$ cat config.mk
export PLATFORM = sky130hd
export DESIGN_NAME = tbw_queue
export DESIGN_NICKNAME = d
export VERILOG_FILES = /design/src/design/tbw_pkg.sv /design/src/design/tbw_queue.sv
export SDC_FILE = /design/constraint.sdc
export NUM_CORES = 1
export LEC_CHECK = 0
export BUFFER_PORTS_ARGS = -buffer_cell sky130_fd_sc_hd__buf_4
export CORE_ASPECT_RATIO = 0.8
export CORE_MARGIN = 3
export CORE_UTILIZATION = 48
export CTS_BUF_LIST = sky130_fd_sc_hd__clkbuf_16
export CTS_CLUSTER_DIAMETER = 50
export DETAILED_ROUTE_END_ITERATION = 8
export PLACE_DENSITY = 0.79
export SLEW_MARGIN = 10
export SYNTH_ARGS = -nofsm -noshare
export SYNTH_HDL_FRONTEND = slang
export SYNTH_SLANG_ARGS = --single-unit
export TNS_END_PERCENT = 100
$ cat constraint.sdc
create_clock -name clk -period 1.84 [get_ports clk]
set_input_delay 0.092 -clock clk [delete_from_list [all_inputs] [get_ports clk]]
set_output_delay 0.092 -clock clk [all_outputs]
set_load 0.05 [all_outputs]
$ cat src/design/tbw_pkg.sv
package tbw_pkg;

    localparam int CoordBitsDefault = 16;
    localparam int WeightFracBitsDefault = 16;
    localparam int FieldBits = 16;
    localparam int WeightBits = 18;
    localparam int QueueDepth = 2;

    typedef struct packed {
        logic signed [FieldBits-1:0] point_x;
        logic signed [FieldBits-1:0] point_y;
        logic signed [FieldBits-1:0] vert_a_x;
        logic signed [FieldBits-1:0] vert_a_y;
        logic signed [FieldBits-1:0] vert_b_x;
        logic signed [FieldBits-1:0] vert_b_y;
        logic signed [FieldBits-1:0] vert_c_x;
        logic signed [FieldBits-1:0] vert_c_y;
    } tbw_in_t;

    typedef struct packed {
        logic [WeightBits-1:0] weight_a;
        logic [WeightBits-1:0] weight_b;
        logic [WeightBits-1:0] weight_c;
        logic                  degenerate;
        logic                  clipped;
    } tbw_out_t;

    // Queue occupancy handshake between front and back.
    typedef struct packed {
        logic push;
        logic full;
    } tbw_q_ctl_t;

endpackage

$ cat src/design/tbw_queue.sv
// Short FIFO between front and back.
module tbw_queue
    import tbw_pkg::*;
#(
    parameter int WIDTH = 8
)(
    input  logic             clk,
    input  logic             rst_n,
    input  logic             wr_valid,
    output logic             wr_stall,
    input  logic [WIDTH-1:0] wr_data,
    output logic             rd_valid,
    input  logic             rd_stall,
    output logic [WIDTH-1:0] rd_data
);
    localparam int AW = $clog2(QueueDepth);

    logic [WIDTH-1:0] mem_reg [QueueDepth];
    logic [AW-1:0]    wp_reg, rp_reg;
    logic [AW:0]      cnt_reg;
    tbw_q_ctl_t       ctl;
    logic             pop;

    assign ctl.full = (cnt_reg == (AW+1)'(QueueDepth));
    assign ctl.push = wr_valid && !ctl.full;
    assign pop      = rd_valid && !rd_stall;
    assign wr_stall = ctl.full;
    assign rd_valid = (cnt_reg != '0);
    assign rd_data  = mem_reg[rp_reg];

    always_ff @(posedge clk or negedge rst_n)
    begin
        if (!rst_n)
        begin
            wp_reg  <= '0;
            rp_reg  <= '0;
            cnt_reg <= '0;
        end
        else
        begin
            if (ctl.push) wp_reg <= wp_reg + 1'b1;
            if (pop)      rp_reg <= rp_reg + 1'b1;
            cnt_reg <= cnt_reg + (AW+1)'(ctl.push) - (AW+1)'(pop);
        end
    end

    always_ff @(posedge clk)
    begin
        if (ctl.push) mem_reg[wp_reg] <= wr_data;
    end
endmodule

==> impl_metrics.env <==
export IMPL_grt_start_max_net_pins=12
export IMPL_fin_tns_setup_ns=0
export IMPL_slew_headroom_pct=74.1
export IMPL_1st_iter_drt_viols=6
export IMPL_grt_pass1_vias=457
export IMPL_whs_path_depth=1
export IMPL_die_y_um=42.2
export IMPL_tightest_pin_transition_ns=0.388
export IMPL_place_congestion=0.653
export IMPL_average_wire_per_standard_cell_um=12.5
export IMPL_critPathCaptureType="flip-flop"
export IMPL_cts_tree="yes"
export IMPL_final_max_slew_violation_count=0
export IMPL_grt_first_pass_wirelength_um=1920
export IMPL_mappedNetlistNets=57
export IMPL_die_area_mm2=0.00216
export IMPL_h_tree_depth=1
export IMPL_final_setup_viol_count=0
export IMPL_fin_skew_ns=0.00311
export IMPL_min_hold_slack_ns=0.0271
export IMPL_post_cts_setup_buffers=0
export IMPL_top_level_ports=22
export IMPL_max_clock_path_buffers=2
export IMPL_fin_crit_sh_pct=88.4
export IMPL_depth_of_the_worst_register_to_register_path=7
export IMPL_viasPerCell=4.46
export IMPL_pwr_density_cell_mw_per_mm2=1910
export IMPL_drcViolationCount=0
export IMPL_cts_num_sinks=20
export IMPL_combPwrFrac_pct=43.1
export IMPL_wl_met3_um=125
export IMPL_syn2layout_area_growth_pct=35.0
export IMPL_wirelength_met1_um=483
export IMPL_fillCellCount=102
export IMPL_classification_of_the_worst_setup_path="flip-flop to flip-flop"
export IMPL_layout_drive_gt1_share_pct=50.7
export IMPL_ff2ff_setup_slack_ns=0.21
export IMPL_p_total_mw=2.02
export IMPL_post_cts_clock_slew_at_the_launch_and_capture_registers_of_the_worst_setup_and_hold_paths_ns=0.05
export IMPL_p_seq_share_pct=35.4
export IMPL_run_status="finished, final reports clean"
export IMPL_timing_fmax_mhz=615
export IMPL_chipWidth_um=51.2
export IMPL_critical_path_peak_fanout=3
export IMPL_postSynthCellCount=43
export IMPL_fp_row_count=12
export IMPL_p_sw_share_pct=37.7
export IMPL_avgSynthCellArea_um2=18.3
export IMPL_synth_yosys_warnings=0
export IMPL_design_final_nets=84
export IMPL_antenna_found_initial=0
export IMPL_critical_path_reg2reg_startpoint="cnt_reg[1]"
export IMPL_timing_hold_worst_endpoint="mem_reg[0][1]"
export IMPL_maxCapViolCount=0
export IMPL_mapped_area_um2=786
export IMPL_port_buffers=21
export IMPL_antenna_cells_inserted=0
export IMPL_ir_worst_vdd_mv=1.30
export IMPL_internal_power_mw=1.26
export IMPL_cts_buffer_count=3
export IMPL_clock_network_fraction_of_total_power_pct=21.4
export IMPL_min_path_type="primary input to flip-flop"
export IMPL_number_of_flip_flops_under_the_largest_register_name=16
export IMPL_detail_route_first_pass_iterations=2
export IMPL_synthDistinctLibCells=14
export IMPL_route_vias_total=401
export IMPL_power_leakage_nw=0.445
export IMPL_worstSetupStartpointType="flip-flop"
export IMPL_placeableCoreArea_mm2=0.00146
export IMPL_worst_hold_startpoint="wr_data[1]"
export IMPL_route_final_wire_length_um=1130
export IMPL_grt_total_usage_pct=12.7
export IMPL_routed_top_layer="met3"
export IMPL_yosysSeqAreaShare_pct=73.9
export IMPL_critPathRequiredTime_ns=1.97
export IMPL_crit_arrival_ns=1.76
export IMPL_finalHoldViolCount=0
export IMPL_timing_final_crit_period_ns=1.63
export IMPL_postRouteAntennaNets=0
export IMPL_floorplan_initialDensity_pct=54.0
export IMPL_synth_ff_latch_count=20
export IMPL_wl_met2_um=521
export IMPL_gr_total_overflow=0
export IMPL_worstSkewPairLatency_ns=0.25
export IMPL_hpwlAfterDp_um=799
export IMPL_worst_r2r_endpoint="cnt_reg[1]"
export IMPL_rsz_0062_raised_after_global_routing="no"
export IMPL_ctsRootBufferMaster="sky130_fd_sc_hd__clkbuf_16"
export IMPL_switchingPower_mw=0.763
==> Yosys cell counts (all sizes together) <==
master	n	area (µm²)
buf	1	5.00
edfxtp	16	480
inv	2	7.51
dfrtp	4	100
or2	1	8.76
xor2	1	8.76
mux2	8	90.1
nand2b	1	6.26
nand2	1	3.75
xnor2	3	26.3
nor2	1	3.75
and3	1	6.26
ha	2	25.0
nor2b	1	13.8
==> critical path, stage by stage (launching register included) <==
cell	delay (ns)
sky130_fd_sc_hd__dfrtp_1	0.40
sky130_fd_sc_hd__or2_4	0.26
sky130_fd_sc_hd__nor2b_4	0.13
sky130_fd_sc_hd__ha_1	0.26
sky130_fd_sc_hd__inv_1	0.04
sky130_fd_sc_hd__ha_1	0.18
sky130_fd_sc_hd__xnor2_1	0.13
sky130_fd_sc_hd__xnor2_1	0.12
==> cell families (layout without fill, tap and decap cells) <==
group | after synthesis | in the layout | share of synthesized area (%)
DFF | 20 | 20 | 73.9
muxes | 8 | 8 | 11.5
and+or+nand+nor | 6 | 6 | 5.41
xor gates and xnor gates | 4 | 4 | 4.46
buffers and inverters | 3 | 29 | 1.59
adders and majority gates | 2 | 2 | 3.18
==> repair_timing <==
item,CTS,global route
endpoints found under the hold margin,4,0
hold buffers,1,0
gates resized for setup,0,0
==> per-layer routing <==
metal  global-route usage [%]  vias to the layer above
met5                        0                        -
met4                     3.66                        0
met3                     8.19                        0
met2                     19.8                       19
met1                     14.5                      177
li1                         -                      205
==> cells in the final DEF (no fill, tap or decap) <==
cell type | Yosys | layout
sky130_fd_sc_hd__buf_4 | 0 | 22
sky130_fd_sc_hd__edfxtp_1 | 16 | 16
sky130_fd_sc_hd__mux2_2 | 8 | 8
sky130_fd_sc_hd__dfrtp_1 | 4 | 4
sky130_fd_sc_hd__inv_1 | 2 | 3
sky130_fd_sc_hd__xnor2_1 | 3 | 3
sky130_fd_sc_hd__clkbuf_16 | 0 | 3
sky130_fd_sc_hd__ha_1 | 2 | 2
sky130_fd_sc_hd__or2_4 | 1 | 1
sky130_fd_sc_hd__nor2b_4 | 1 | 1
sky130_fd_sc_hd__nand2b_1 | 1 | 1
sky130_fd_sc_hd__nand2_1 | 1 | 1
sky130_fd_sc_hd__nor2_1 | 1 | 1
sky130_fd_sc_hd__and3_1 | 1 | 1
sky130_fd_sc_hd__xor2_1 | 1 | 1
sky130_fd_sc_hd__dlygate4sd3_1 | 0 | 1
==> metrics by stage <==
stage / setup WS, ns / cell area (µm²) / utilization (%) / cells
2_1_floorplan: 0.152 / 786 / - / 43
4_1_cts: 0.204 / 1060 / 72.9 / 90
3_5_place_dp: 0.213 / 972 / 66.8 / 85
3_3_place_gp: 0.219 / 972 / 66.8 / 85
6_report: 0.214 / 1060 / 72.9 / 90
5_1_grt: 0.126 / 1060 / 72.9 / 90
==> cell type report <==
type	count	area (µm²)	area share, %
Clock buffer	3	75.1	7.08
Sequential cell	20	581	54.7
Multi-Input combinational cell	20	193	18.2
Timing Repair Buffer	23	175	16.5
Clock inverter	1	3.75	0.354
Inverter	2	7.51	0.708
Tap cell	21	26.3	2.48
==> worst max path at each step <==
stage / startpoint / endpoint / slack [ns] / cells after the start
5_1_grt: cnt_reg[1] / cnt_reg[1] / 0.13 / 7
2_1_floorplan: cnt_reg[1] / cnt_reg[1] / 0.15 / 7
3_5_place_dp: cnt_reg[1] / cnt_reg[1] / 0.21 / 7
4_1_cts: cnt_reg[1] / cnt_reg[1] / 0.20 / 7
6_report: cnt_reg[1] / cnt_reg[1] / 0.21 / 7
3_3_place_gp: cnt_reg[1] / cnt_reg[1] / 0.22 / 7
==> power by group through the flow <==
| stage | Combinational (mW) | Clock [mW] | Sequential [mW] |
|---|---|---|---|
| after global placement | 0.875 | 0 | 0.725 |
| after detailed placement | 0.880 | 0 | 0.724 |
| after CTS | 0.882 | 0.443 | 0.718 |
| after global routing | 0.928 | 0.457 | 0.737 |
| final | 0.872 | 0.433 | 0.716 |
| after floorplan | 0.697 | 0 | 0.677 |
Power figures use the tool's default switching activity.
